$ cat config.mk
export PLATFORM = sky130hd
export DESIGN_NAME = sha256_message_digest_flat
export DESIGN_NICKNAME = d
export VERILOG_FILES = /design/src/hdl/sha_pkg.sv /design/src/hdl/sha_if.sv /design/src/hdl/sha_front.sv /design/src/hdl/sha_fifo.sv /design/src/hdl/sha_back.sv /design/src/hdl/sha256_message_digest.sv /design/src/flat_wrapper.sv
export VERILOG_INCLUDE_DIRS = /design/src /design/src/hdl
export SDC_FILE = /design/constraint.sdc
export NUM_CORES = 2
export LEC_CHECK = 0
export ABC_AREA = 0
export ABC_CLOCK_PERIOD_IN_PS = 34300
export BUFFER_PORTS_ARGS = -buffer_cell sky130_fd_sc_hd__buf_2
export CORE_MARGIN = 2
export CORE_UTILIZATION = 46
export CTS_CLUSTER_DIAMETER = 40
export DETAILED_ROUTE_END_ITERATION = 12
export SLEW_MARGIN = 20
export SYNTH_ARGS = -nofsm -noshare
export SYNTH_HDL_FRONTEND = slang
export SYNTH_SLANG_ARGS = --single-unit
$ cat constraint.sdc
create_clock -name clk_i -period 34.3 [get_ports clk_i]
set_input_delay 3.43 -clock clk_i [delete_from_list [all_inputs] [get_ports clk_i]]
set_output_delay 3.43 -clock clk_i [all_outputs]
set_load 0.01 [all_outputs]
$ cat src/hdl/sha256_message_digest_macros.svh
// Assertion macros for the SHA-256 digest block.
// Used by the top level; no other dependencies.
`ifndef SHA256_MESSAGE_DIGEST_MACROS_SVH
`define SHA256_MESSAGE_DIGEST_MACROS_SVH
`ifndef NO_ASSERTIONS
`define SHA_ASSERT_IMPL(lbl, clk, rstn, ante, cons) \
  lbl: assert property (@(posedge clk) disable iff (!rstn) (ante) |-> (cons)) \
    else $error("assertion failed");
`define SHA_ASSERT_NEXT(lbl, clk, rstn, ante, cons) \
  lbl: assert property (@(posedge clk) disable iff (!rstn) (ante) |=> (cons)) \
    else $error("assertion failed");
`else
`define SHA_ASSERT_IMPL(lbl, clk, rstn, ante, cons)
`define SHA_ASSERT_NEXT(lbl, clk, rstn, ante, cons)
`endif
`endif

$ cat src/hdl/sha_pkg.sv
// Types, constants and round functions for the SHA-256 digest block.
// No dependencies.
package sha_pkg;

  localparam logic [7:0] PAD_BYTE = 8'h80;
  localparam int unsigned QueueDepth = 4;

  typedef struct packed {
    logic [31:0] word;
    logic        final_word;
  } sha_word_t;

  typedef enum logic [1:0] {F_IDLE, F_PAD_FIRST, F_PAD_REST} front_state_e;
  typedef enum logic [1:0] {B_LOAD, B_ROUND, B_UPDATE, B_EMIT} back_state_e;

  function automatic logic [31:0] rotr(input logic [31:0] x, input int unsigned n);
    rotr = (x >> n) | (x << (32 - n));
  endfunction

  function automatic logic [31:0] bsig0(input logic [31:0] x);
    bsig0 = rotr(x, 2) ^ rotr(x, 13) ^ rotr(x, 22);
  endfunction

  function automatic logic [31:0] bsig1(input logic [31:0] x);
    bsig1 = rotr(x, 6) ^ rotr(x, 11) ^ rotr(x, 25);
  endfunction

  function automatic logic [31:0] ssig0(input logic [31:0] x);
    ssig0 = rotr(x, 7) ^ rotr(x, 18) ^ (x >> 3);
  endfunction

  function automatic logic [31:0] ssig1(input logic [31:0] x);
    ssig1 = rotr(x, 17) ^ rotr(x, 19) ^ (x >> 10);
  endfunction

  function automatic logic [31:0] init_hash(input logic [2:0] i);
    case (i)
      3'd0: init_hash = 32'h6a09e667;
      3'd1: init_hash = 32'hbb67ae85;
      3'd2: init_hash = 32'h3c6ef372;
      3'd3: init_hash = 32'ha54ff53a;
      3'd4: init_hash = 32'h510e527f;
      3'd5: init_hash = 32'h9b05688c;
      3'd6: init_hash = 32'h1f83d9ab;
      default: init_hash = 32'h5be0cd19;
    endcase
  endfunction

  function automatic logic [31:0] round_k(input logic [5:0] i);
    case (i)
      6'd0: round_k = 32'h428a2f98;   6'd1: round_k = 32'h71374491;
      6'd2: round_k = 32'hb5c0fbcf;   6'd3: round_k = 32'he9b5dba5;
      6'd4: round_k = 32'h3956c25b;   6'd5: round_k = 32'h59f111f1;
      6'd6: round_k = 32'h923f82a4;   6'd7: round_k = 32'hab1c5ed5;
      6'd8: round_k = 32'hd807aa98;   6'd9: round_k = 32'h12835b01;
      6'd10: round_k = 32'h243185be;  6'd11: round_k = 32'h550c7dc3;
      6'd12: round_k = 32'h72be5d74;  6'd13: round_k = 32'h80deb1fe;
      6'd14: round_k = 32'h9bdc06a7;  6'd15: round_k = 32'hc19bf174;
      6'd16: round_k = 32'he49b69c1;  6'd17: round_k = 32'hefbe4786;
      6'd18: round_k = 32'h0fc19dc6;  6'd19: round_k = 32'h240ca1cc;
      6'd20: round_k = 32'h2de92c6f;  6'd21: round_k = 32'h4a7484aa;
      6'd22: round_k = 32'h5cb0a9dc;  6'd23: round_k = 32'h76f988da;
      6'd24: round_k = 32'h983e5152;  6'd25: round_k = 32'ha831c66d;
      6'd26: round_k = 32'hb00327c8;  6'd27: round_k = 32'hbf597fc7;
      6'd28: round_k = 32'hc6e00bf3;  6'd29: round_k = 32'hd5a79147;
      6'd30: round_k = 32'h06ca6351;  6'd31: round_k = 32'h14292967;
      6'd32: round_k = 32'h27b70a85;  6'd33: round_k = 32'h2e1b2138;
      6'd34: round_k = 32'h4d2c6dfc;  6'd35: round_k = 32'h53380d13;
      6'd36: round_k = 32'h650a7354;  6'd37: round_k = 32'h766a0abb;
      6'd38: round_k = 32'h81c2c92e;  6'd39: round_k = 32'h92722c85;
      6'd40: round_k = 32'ha2bfe8a1;  6'd41: round_k = 32'ha81a664b;
      6'd42: round_k = 32'hc24b8b70;  6'd43: round_k = 32'hc76c51a3;
      6'd44: round_k = 32'hd192e819;  6'd45: round_k = 32'hd6990624;
      6'd46: round_k = 32'hf40e3585;  6'd47: round_k = 32'h106aa070;
      6'd48: round_k = 32'h19a4c116;  6'd49: round_k = 32'h1e376c08;
      6'd50: round_k = 32'h2748774c;  6'd51: round_k = 32'h34b0bcb5;
      6'd52: round_k = 32'h391c0cb3;  6'd53: round_k = 32'h4ed8aa4a;
      6'd54: round_k = 32'h5b9cca4f;  6'd55: round_k = 32'h682e6ff3;
      6'd56: round_k = 32'h748f82ee;  6'd57: round_k = 32'h78a5636f;
      6'd58: round_k = 32'h84c87814;  6'd59: round_k = 32'h8cc70208;
      6'd60: round_k = 32'h90befffa;  6'd61: round_k = 32'ha4506ceb;
      6'd62: round_k = 32'hbef9a3f7;  default: round_k = 32'hc67178f2;
    endcase
  endfunction

endpackage

$ cat src/hdl/sha_if.sv
// Handshake channels of the SHA-256 digest block: byte input and digest output.
// No dependencies.
interface sha_in_if;
  logic       valid;
  logic       ready;
  logic [7:0] data_byte;
  logic       byte_present;
  logic       last;
  modport source (output valid, data_byte, byte_present, last, input ready);
  modport sink (input valid, data_byte, byte_present, last, output ready);
endinterface

interface sha_out_if;
  logic        valid;
  logic        ready;
  logic [31:0] digest_word;
  logic [2:0]  word_index;
  logic        last_word;
  modport source (output valid, digest_word, word_index, last_word, input ready);
  modport sink (input valid, digest_word, word_index, last_word, output ready);
endinterface

$ cat src/hdl/sha_front.sv
// Front end: packs bytes into big-endian words and generates the padding words.
// Depends on sha_pkg and sha_in_if.
module sha_front import sha_pkg::*; (
  input  logic      clk_i,
  input  logic      rst_ni,
  sha_in_if.sink    in_i,
  input  logic      q_full_i,
  output logic      push_o,
  output sha_word_t push_data_o
);

  front_state_e state_q, state_d;
  logic [60:0]  total_q, total_d;
  logic [31:0]  acc_q, acc_d;
  logic [3:0]   pos_q, pos_d;
  logic         len_ok_q, len_ok_d;
  logic [63:0]  bit_len;
  logic [31:0]  pad_word;
  logic [31:0]  next_acc;

  assign bit_len  = {total_q, 3'b000};
  assign next_acc = {acc_q[23:0], in_i.data_byte};

  // Partial bytes, then the marker byte, then zeros.
  always_comb begin
    case (total_q[1:0])
      2'd0: pad_word = {PAD_BYTE, 24'h0};
      2'd1: pad_word = {acc_q[7:0], PAD_BYTE, 16'h0};
      2'd2: pad_word = {acc_q[15:0], PAD_BYTE, 8'h0};
      default: pad_word = {acc_q[23:0], PAD_BYTE};
    endcase
  end

  assign in_i.ready = (state_q == F_IDLE) && !q_full_i;

  always_comb begin
    state_d     = state_q;
    total_d     = total_q;
    acc_d       = acc_q;
    pos_d       = pos_q;
    len_ok_d    = len_ok_q;
    push_o      = 1'b0;
    push_data_o = '{word: 32'h0, final_word: 1'b0};
    case (state_q)
      F_IDLE: begin
        if (in_i.valid && in_i.ready) begin
          if (in_i.byte_present) begin
            acc_d   = next_acc;
            total_d = total_q + 61'd1;
            if (total_q[1:0] == 2'd3) begin
              push_o           = 1'b1;
              push_data_o.word = next_acc;
            end
          end
          if (in_i.last) begin
            state_d = F_PAD_FIRST;
          end
        end
      end
      F_PAD_FIRST: begin
        if (!q_full_i) begin
          push_o           = 1'b1;
          push_data_o.word = pad_word;
          pos_d            = total_q[5:2] + 4'd1;
          // The length fits in this block unless the marker lands in word 14 or 15 (from word 15 the position wraps).
          len_ok_d         = (total_q[5:2] != 4'd14);
          state_d          = F_PAD_REST;
        end
      end
      F_PAD_REST: begin
        if (!q_full_i) begin
          push_o = 1'b1;
          pos_d  = pos_q + 4'd1;
          if (len_ok_q && pos_q == 4'd14) begin
            push_data_o.word = bit_len[63:32];
          end else if (len_ok_q && pos_q == 4'd15) begin
            push_data_o.word       = bit_len[31:0];
            push_data_o.final_word = 1'b1;
            total_d                = '0;
            state_d                = F_IDLE;
          end else if (pos_q == 4'd15) begin
            len_ok_d = 1'b1;
          end
        end
      end
      default: state_d = F_IDLE;
    endcase
  end

  always_ff @(posedge clk_i or negedge rst_ni) begin
    if (!rst_ni) begin
      state_q  <= F_IDLE;
      total_q  <= '0;
      pos_q    <= '0;
      len_ok_q <= 1'b0;
    end else begin
      state_q  <= state_d;
      total_q  <= total_d;
      pos_q    <= pos_d;
      len_ok_q <= len_ok_d;
    end
  end

  always_ff @(posedge clk_i) begin
    acc_q <= acc_d;
  end

endmodule

$ cat src/hdl/sha_fifo.sv
// Short word queue between the front end and the compression engine.
// Depends on sha_pkg.
module sha_fifo import sha_pkg::*; (
  input  logic      clk_i,
  input  logic      rst_ni,
  input  logic      push_i,
  input  sha_word_t push_data_i,
  input  logic      pop_i,
  output sha_word_t pop_data_o,
  output logic      full_o,
  output logic      empty_o
);

  localparam int unsigned PtrW = $clog2(QueueDepth);

  sha_word_t       mem_q [QueueDepth];
  logic [PtrW-1:0] wr_q, rd_q;
  logic [PtrW:0]   count_q;

  assign full_o     = (count_q == (PtrW + 1)'(QueueDepth));
  assign empty_o    = (count_q == '0);
  assign pop_data_o = mem_q[rd_q];

  always_ff @(posedge clk_i) begin
    if (push_i) begin
      mem_q[wr_q] <= push_data_i;
    end
  end

  always_ff @(posedge clk_i or negedge rst_ni) begin
    if (!rst_ni) begin
      wr_q    <= '0;
      rd_q    <= '0;
      count_q <= '0;
    end else begin
      if (push_i) begin
        wr_q <= wr_q + PtrW'(1);
      end
      if (pop_i) begin
        rd_q <= rd_q + PtrW'(1);
      end
      count_q <= count_q + (PtrW + 1)'(push_i) - (PtrW + 1)'(pop_i);
    end
  end

endmodule

$ cat src/hdl/sha_back.sv
// Compression engine: loads 16 words, runs 64 rounds, one per cycle, and emits the digest.
// Depends on sha_pkg and sha_out_if.
module sha_back import sha_pkg::*; (
  input  logic      clk_i,
  input  logic      rst_ni,
  input  logic      q_empty_i,
  input  sha_word_t q_data_i,
  output logic      pop_o,
  sha_out_if.source out_o
);

  back_state_e state_q, state_d;
  logic [31:0] w_q [16];
  logic [31:0] w_d [16];
  logic [31:0] v_q [8];
  logic [31:0] v_d [8];
  logic [31:0] h_q [8];
  logic [31:0] h_d [8];
  logic [5:0]  cnt_q, cnt_d;
  logic [2:0]  idx_q, idx_d;
  logic        final_q, final_d;
  logic [31:0] t1, t2, w_next;

  assign t1 = v_q[7] + bsig1(v_q[4]) + ((v_q[4] & v_q[5]) ^ (~v_q[4] & v_q[6]))
            + round_k(cnt_q) + w_q[0];
  assign t2 = bsig0(v_q[0]) + ((v_q[0] & v_q[1]) ^ (v_q[0] & v_q[2]) ^ (v_q[1] & v_q[2]));
  assign w_next = ssig1(w_q[14]) + w_q[9] + ssig0(w_q[1]) + w_q[0];

  assign out_o.valid       = (state_q == B_EMIT);
  assign out_o.digest_word = h_q[idx_q];
  assign out_o.word_index  = idx_q;
  assign out_o.last_word   = (idx_q == 3'd7);

  always_comb begin
    state_d = state_q;
    w_d     = w_q;
    v_d     = v_q;
    h_d     = h_q;
    cnt_d   = cnt_q;
    idx_d   = idx_q;
    final_d = final_q;
    pop_o   = 1'b0;
    case (state_q)
      B_LOAD: begin
        if (!q_empty_i) begin
          pop_o = 1'b1;
          for (int i = 0; i < 15; i++) begin
            w_d[i] = w_q[i+1];
          end
          w_d[15] = q_data_i.word;
          cnt_d   = cnt_q + 6'd1;
          if (cnt_q[3:0] == 4'd15) begin
            final_d = q_data_i.final_word;
            v_d     = h_q;
            cnt_d   = '0;
            state_d = B_ROUND;
          end
        end
      end
      B_ROUND: begin
        // The word window slides by one; the newest schedule word enters at the top.
        for (int i = 0; i < 15; i++) begin
          w_d[i] = w_q[i+1];
        end
        w_d[15] = w_next;
        v_d[7]  = v_q[6];
        v_d[6]  = v_q[5];
        v_d[5]  = v_q[4];
        v_d[4]  = v_q[3] + t1;
        v_d[3]  = v_q[2];
        v_d[2]  = v_q[1];
        v_d[1]  = v_q[0];
        v_d[0]  = t1 + t2;
        cnt_d   = cnt_q + 6'd1;
        if (cnt_q == 6'd63) begin
          state_d = B_UPDATE;
        end
      end
      B_UPDATE: begin
        for (int i = 0; i < 8; i++) begin
          h_d[i] = h_q[i] + v_q[i];
        end
        cnt_d   = '0;
        idx_d   = '0;
        state_d = final_q ? B_EMIT : B_LOAD;
      end
      B_EMIT: begin
        if (out_o.ready) begin
          idx_d = idx_q + 3'd1;
          if (idx_q == 3'd7) begin
            for (int i = 0; i < 8; i++) begin
              h_d[i] = init_hash(3'(i));
            end
            state_d = B_LOAD;
          end
        end
      end
      default: state_d = B_LOAD;
    endcase
  end

  always_ff @(posedge clk_i or negedge rst_ni) begin
    if (!rst_ni) begin
      state_q <= B_LOAD;
      cnt_q   <= '0;
      idx_q   <= '0;
      final_q <= 1'b0;
      for (int i = 0; i < 8; i++) begin
        h_q[i] <= init_hash(3'(i));
      end
    end else begin
      state_q <= state_d;
      cnt_q   <= cnt_d;
      idx_q   <= idx_d;
      final_q <= final_d;
      h_q     <= h_d;
    end
  end

  always_ff @(posedge clk_i) begin
    w_q <= w_d;
    v_q <= v_d;
  end

endmodule

$ cat src/hdl/sha256_message_digest.sv
// SHA-256 digest of a byte stream, at most one byte per item.
// The front end takes one byte per cycle while not padding and the queue has room;
// the engine loads 16 words from the queue, runs 64 rounds and updates the hash per
// 64-byte block. After the last item, the front end pads out the current block,
// plus one more block when fewer than nine bytes of it are free, and the eight
// digest words follow one per cycle when taken. Reset (rst_ni low, async)
// loads the initial hash values and clears the byte count and the queue.
`include "sha256_message_digest_macros.svh"
module sha256_message_digest import sha_pkg::*; (
  input  logic   clk_i,
  input  logic   rst_ni,
  sha_in_if.sink    in_i,
  sha_out_if.source out_o
);

  logic      push, pop, q_full, q_empty;
  sha_word_t push_data, pop_data;

  sha_front u_front (
    .clk_i       (clk_i),
    .rst_ni      (rst_ni),
    .in_i        (in_i),
    .q_full_i    (q_full),
    .push_o      (push),
    .push_data_o (push_data)
  );

  sha_fifo u_fifo (
    .clk_i       (clk_i),
    .rst_ni      (rst_ni),
    .push_i      (push),
    .push_data_i (push_data),
    .pop_i       (pop),
    .pop_data_o  (pop_data),
    .full_o      (q_full),
    .empty_o     (q_empty)
  );

  sha_back u_back (
    .clk_i     (clk_i),
    .rst_ni    (rst_ni),
    .q_empty_i (q_empty),
    .q_data_i  (pop_data),
    .pop_o     (pop),
    .out_o     (out_o)
  );

  `SHA_ASSERT_IMPL(a_no_push_full, clk_i, rst_ni, push, !q_full)
  `SHA_ASSERT_IMPL(a_no_pop_empty, clk_i, rst_ni, pop, !q_empty)
  `SHA_ASSERT_NEXT(a_digest_done, clk_i, rst_ni, out_o.valid && out_o.ready && out_o.last_word, !out_o.valid)

endmodule

$ cat src/flat_wrapper.sv
// flat-port wrapper written by rule: the top's interface ports become plain ports
module sha256_message_digest_flat import sha_pkg::*;
  (clk_i, rst_ni, in_i_valid, in_i_data_byte, in_i_byte_present, in_i_last, in_i_ready, out_o_valid, out_o_digest_word, out_o_word_index, out_o_last_word, out_o_ready);
  sha_in_if in_i_i ();
  sha_out_if out_o_i ();
  input  logic clk_i;
  input  logic rst_ni;
  input wire logic [$bits(in_i_i.valid)-1:0] in_i_valid;
  input wire logic [$bits(in_i_i.data_byte)-1:0] in_i_data_byte;
  input wire logic [$bits(in_i_i.byte_present)-1:0] in_i_byte_present;
  input wire logic [$bits(in_i_i.last)-1:0] in_i_last;
  output wire logic [$bits(in_i_i.ready)-1:0] in_i_ready;
  output wire logic [$bits(out_o_i.valid)-1:0] out_o_valid;
  output wire logic [$bits(out_o_i.digest_word)-1:0] out_o_digest_word;
  output wire logic [$bits(out_o_i.word_index)-1:0] out_o_word_index;
  output wire logic [$bits(out_o_i.last_word)-1:0] out_o_last_word;
  input wire logic [$bits(out_o_i.ready)-1:0] out_o_ready;
  assign in_i_i.valid = in_i_valid;
  assign in_i_i.data_byte = in_i_data_byte;
  assign in_i_i.byte_present = in_i_byte_present;
  assign in_i_i.last = in_i_last;
  assign in_i_ready = in_i_i.ready;
  assign out_o_valid = out_o_i.valid;
  assign out_o_digest_word = out_o_i.digest_word;
  assign out_o_word_index = out_o_i.word_index;
  assign out_o_last_word = out_o_i.last_word;
  assign out_o_i.ready = out_o_ready;
  sha256_message_digest u_core (.clk_i(clk_i), .rst_ni(rst_ni), .in_i(in_i_i), .out_o(out_o_i));
endmodule
[Yosys cells after proc, flatten, opt, wreduce, memory -nomap -nowiden]
Memory sizes are Yosys's and may differ from the RTL's.
Index checks and enable logic that the tools add are counted.
W data, S select, Z words.
Storage, ports and cells
  register bits after elaboration: 1135
  bits in latches: 0
  bits in writable memories: 132
  bits in read-only memories: 2048
  input bits: 14
  output and inout bits: 38
  memories kept: 2
Memory list
  (name not given): depth 64, bits a word 32, rd ports 1, clocked after memory_dff 0, write ports 0, line sha_pkg.sv:50  | case (i)
  u_core.u_fifo.mem_q: depth 4, bits a word 33, rd ports 1, clocked after memory_dff 0, write ports 1, line sha_fifo.sv:16  | sha_word_t mem_q [QueueDepth];
Cells by class
  add/subtract/negate cells: 27
  multiply operators: 0
  div/mod/pow operators: 0
  $lt $le $gt $ge: 1
  eq/ne operators: 29
  shift-type cells: 0
  mux-type cells: 65
  bitwise gates (word level): 29
  reduce and logical (&&, ||, !) cells: 27
Operator list (count)
  $mux W256: 4
  $pmux W256 S2: 2
  $pmux W512 S2: 1
  $add A32 B32 Y32: 18
  $mux W512: 1
  $mux W61: 5
  $xor A32 B32 Y32: 9
  $mux W32: 7
  $pmux W32 S3: 2
  $and A32 B32 Y32: 5
  $pmux W61 S2: 1
  $bmux W32 S3: 1
  $mux W33: 2
  $add A61 B1 Y61 const B: 1
  $not A32 Y32: 1
  $or A10 B32 Y32: 1
  $or A13 B32 Y32: 1
  $or A14 B32 Y32: 1
  $or A15 B32 Y32: 1
  $or A19 B32 Y32: 1
  $or A21 B32 Y32: 1
  $or A25 B32 Y32: 1
  $or A26 B32 Y32: 1
  $or A30 B32 Y32: 1
  other kinds (42): 109

[Depth between registers and ports, before layout]
  word-level depth: 9
  depth in mapped cells: 39
  gate-level depth less buffers: 37

[Modules after synthesis]
A second synthesis with hierarchy kept.
Unflattened totals
  cells, all modules: 6702
  area total of the unflattened synthesis: 77107.7 µm²
By module, submodules not included
  sha_back: instances 1, cells each 5832, area each 66143.4 µm², sequential area each 29938.7 µm²
  sha_front: instances 1, cells each 663, area each 5761.8 µm², sequential area each 2422.3 µm²
  sha_fifo: instances 1, cells each 207, area each 5202.5 µm², sequential area each 4139.0 µm²

[Worst setup path before layout]
Ideal clock, no wire load.
  path kind: flip-flop to flip-flop
  from: register u_core.u_back.state_q[1]
  to: register u_core.u_back.w_q[0] (netlist bit), enable pin
  data arrival time: 25.947 ns
  path slack: 6.789 ns
  cell stages (with the launch flop): 8
  path buffers: 3
  cells stage by stage: dfrtp_1 -> inv_1 -> ha_1 -> clkbuf_1 -> clkbuf_1 -> clkbuf_1 -> nor2_1 -> a21oi_1
On the way
  cells in the longest elaborated chain, start to end: 3
  elaborated cells between the ends (all ways): 5
  those cells by class: 2 x eq/ne; 3 x reduce/logical
Ends and longest elaborated chain
  start: declaration: line sha_back.sv:12  | back_state_e state_q, state_d;
  start signal: assignment: line sha_back.sv:112  | state_q <= state_d;
  $eq A2 B1 Y1 / $logic_not A2 Y1 (equally long branches): line sha_back.sv:43  | case (state_q)
  $reduce_bool A2 Y1 (no source line) / $ne A2 B2 Y1 (equally long branches)
  $reduce_and A2 Y1 (no source line) *
  end signal: assignment: line sha_back.sv:121  | w_q <= w_d;
  end: declaration: line sha_back.sv:13  | logic [31:0] w_q [16];
Mark *: on every way between the ends. The rest lies on a longest branch, timed or not.
A chain may end at the register's enable or synchronous reset.

==> flow_metrics.tcl <==
set metrics [dict create \
    layout_min_cycle_time_ns 9.59 \
    die_area_um2 168000 \
    grtUsageMet3 0.0435 \
    synthFlopType "edfxtp_1" \
    netlist_instances 6572 \
    dp_hpwl_mm 164 \
    comb_power_share 0.046 \
    gp_congestion 0.951 \
    startpoint_type "register" \
    ant_nets 0 \
    p_leak_nw 34.4 \
    post_cts_buffers 0 \
    drt-total-wl_mm 226 \
    clkSinkCount 1267 \
    hold_violations 0 \
    finalSetupTns_ns 0 \
    area_growth_pct 13.0 \
    hp-class "register to register" \
    slew_headroom 0.252 \
    top_usage_layer "met1" \
    core_area_um2 164000 \
    period_share 0.280 \
    cts-hold-fix-buffers 0 \
    dr.pass1.iters 8 \
    worst_pin_slew_ns 1.12 \
    synth-edff-count 924 \
    fin_area_um2 85800 \
    ioPinCount 52 \
    drv_slew 0 \
    synth_seq_cells 1267 \
    setup_violations 0 \
    critical_path_class "register to register" \
    antenna_found_initial 8 \
    synth.top_cell.area_share 0.365 \
    crit_arrival_ns 10.19 \
    rsz0062_at_grt "false" \
    pwr-share-seq 0.430 \
    root_buffer "clkbuf_16" \
    p_int_mw 3.07 \
    p_switching_uw 949 \
    synth_top_area_cell "edfxtp_1" \
    nets 7277 \
    grt_pass1_wl_mm 336 \
    met1_usage 0.401 \
    power.density_nw_per_um2 46.9 \
    p_clk_frac 0.524 \
    drc 0 \
    wl_per_cell_um 25.0 \
    syn_area_per_cell_um2 11.6 \
    drt_iter0_markers 5221 \
    start_util 0.462 \
    cts_tree "built" \
    grt_pass1_vias 52032 \
    rows 149 \
    cts.path.max_buffers 3 \
    dp_slack_ns 24.74 \
    ir_drop_mv 0.0579 \
    cts_htree_levels 4 \
    cts_made_buffers 203 \
    die_w_um 410 \
    vias 53391 \
    cp-end-kind "register" \
    placed_area_um2 78700 \
    track_usage 0.267 \
    finClkSkew_ns 0.0501 \
    crit_top_cell "a21oi_1" \
    syn-cell-area_um2 76000 \
    syn_nets 7204 \
    viasPerCell 5.93 \
    yosysSeqAreaShare 0.480 \
    fillCellCount 14290 \
    grt_util_met2 0.386 \
    clock.fmax_mhz 104 \
    numPortBuffers 51 \
    cp.required_ns 34.90 \
    ys_types 89 \
    die_h_um 410 \
    grt_max_degree 171 \
    crit_fanout 15 \
    synth_warnings 0 \
    switching_share 0.236 \
    slowest_stage "dfrtp_1" \
    status "finished clean" \
    clk-insertion-delay-late_ns 0.85 \
    grt_overflow 0 \
    synth-async-reset-ratio 0.271 \
    drive_gt1_frac 0.156 \
    yosys-top-cells-area "edfxtp_1 (37%), ha_1 (7.0%), dfrtp_1 (6.8%)" \
    setup_slack_ns 24.71 \
    max_cap_violations 0 \
    cts.clk_slew.worst_paths_ns 0.06 \
    ctsResizeCount 0 \
    cp_slowest_stage_delay_ns 0.68 \
]
[registers in the layout, summed over array words and instances, names as in the netlist]
register and cells:
u_core.u_back.h_q 256, u_core.u_front.len_ok_q 1, u_core.u_fifo.mem_q 132, u_core.u_front.acc_q 24
u_core.u_back.w_q 512, u_core.u_fifo.wr_q 2, u_core.u_back.out_o.word_index 3, u_core.u_front.state_q 2
u_core.u_back.final_q 1, u_core.u_fifo.count_q 3, u_core.u_fifo.rd_q 2, u_core.u_back.v_q 256
u_core.u_back.cnt_q 6, u_core.u_back.state_q 2, u_core.u_front.total_q 61, u_core.u_front.pos_q 4
[power groups by stage]
| stage | registers, mW | clock network, mW | logic [mW] |
|---|---|---|---|
| 6_report | 1.73 | 2.11 | 0.184 |
| 3_5_place_dp | 1.76 | 0 | 0.186 |
| 5_1_grt | 1.73 | 2.21 | 0.205 |
| 3_3_place_gp | 1.75 | 0 | 0.183 |
| 4_1_cts | 1.73 | 2.14 | 0.187 |
| 2_1_floorplan | 1.75 | 0 | 0.125 |
[cell type report]
| class | count | area (um2) | area share |
|---|---|---|---|
| Inverter | 432 | 1620 | 0.0189 |
| Tap cell | 2189 | 2740 | 0.0319 |
| Antenna cell | 1 | 2.50 | 0.0000292 |
| Clock buffer | 237 | 5330 | 0.0621 |
| Multi-Input combinational cell | 4620 | 37000 | 0.431 |
| Sequential cell | 1267 | 36500 | 0.425 |
| Timing Repair Buffer | 121 | 868 | 0.0101 |
| Clock inverter | 144 | 1780 | 0.0207 |
[cell families (layout without fill, tap and decap cells)]
group | after synthesis | count (layout) | synth area share
compound gates | 1621 | 1621 | 0.135
simple gates | 1356 | 1356 | 0.0817
flops | 1267 | 1267 | 0.480
buf+inv | 685 | 934 | 0.0339
fa+ha+maj | 620 | 620 | 0.121
xor+xnor | 606 | 606 | 0.0700
mux | 417 | 417 | 0.0771
other cells | 0 | 1 | 0
[worst paths after layout]
path                                         from                          to  slack [ns]  depth (start not counted)
min in group asynchronous                  rst_ni  u_core.u_front.total_q[31]        2.60                          1
hold reg to reg            u_core.u_back.w_q[191]      u_core.u_back.w_q[223]        0.41                          0
setup reg to reg           u_core.u_back.cnt_q[0]      u_core.u_back.v_q[254]       24.71                         36
setup / recovery           u_core.u_back.cnt_q[0]      u_core.u_back.v_q[254]       24.71                         36
max in group asynchronous                  rst_ni       u_core.u_back.h_q[51]       28.72                          4
hold / removal             u_core.u_back.w_q[191]      u_core.u_back.w_q[223]        0.41                          0
[Yosys cell counts (all sizes together) (105+ instances only)]
master / n
a21o: 191
a21oi: 468
clkbuf: 222
dfrtp: 207
dfstp: 136
edfxtp: 924
fa: 196
ha: 422
inv: 431
mux2: 296
mux4: 105
nand2: 421
nand3: 113
nor2: 416
o21ai: 418
xnor2: 373
xor2: 232
[stage by stage]
stage | power [mW] | util | instances | hold slack, ns
after floorplan | 1.87 | - | 6572 | 0.400
after global placement | 1.94 | 0.478 | 8627 | 0.400
after detailed placement | 1.94 | 0.478 | 8627 | 0.405
after CTS | 4.06 | 0.522 | 9008 | 0.403
after global routing | 4.15 | 0.522 | 9010 | 0.409
final | 4.02 | 0.522 | 9011 | 0.410
[critical path, delay by kind of cell (launching register included)]
family | cells | cell delay [ns]
flip-flops | 1 | 0.68
XOR/XNOR | 2 | 0.23
AND/OR/NAND/NOR | 4 | 1.07
buffers and inverters | 5 | 1.03
AO/OA/AOI/OAI | 18 | 3.65
multiplexers | 1 | 0.25
adder cells (fa/ha/maj) | 6 | 2.38
[metal layers]
layer / up-vias / wire length (um)
li1: 24223 / -
met1: 26841 / 104000
met2: 1971 / 96000
met3: 356 / 16700
met4: 0 / 8940
met5: - / 0
[placed cells by master, fill, tap and decap left out, drive strengths merged, types with 191 or more instances in the layout]
cell and count:
edfxtp 924, clkbuf 237, dfrtp 207, nor2 416
mux2 296, a21oi 468, ha 422, fa 196
o21ai 418, xor2 232, inv 466, a21o 191
xnor2 373, nand2 421
No activity file was read; power rests on OpenSTA's default activity.
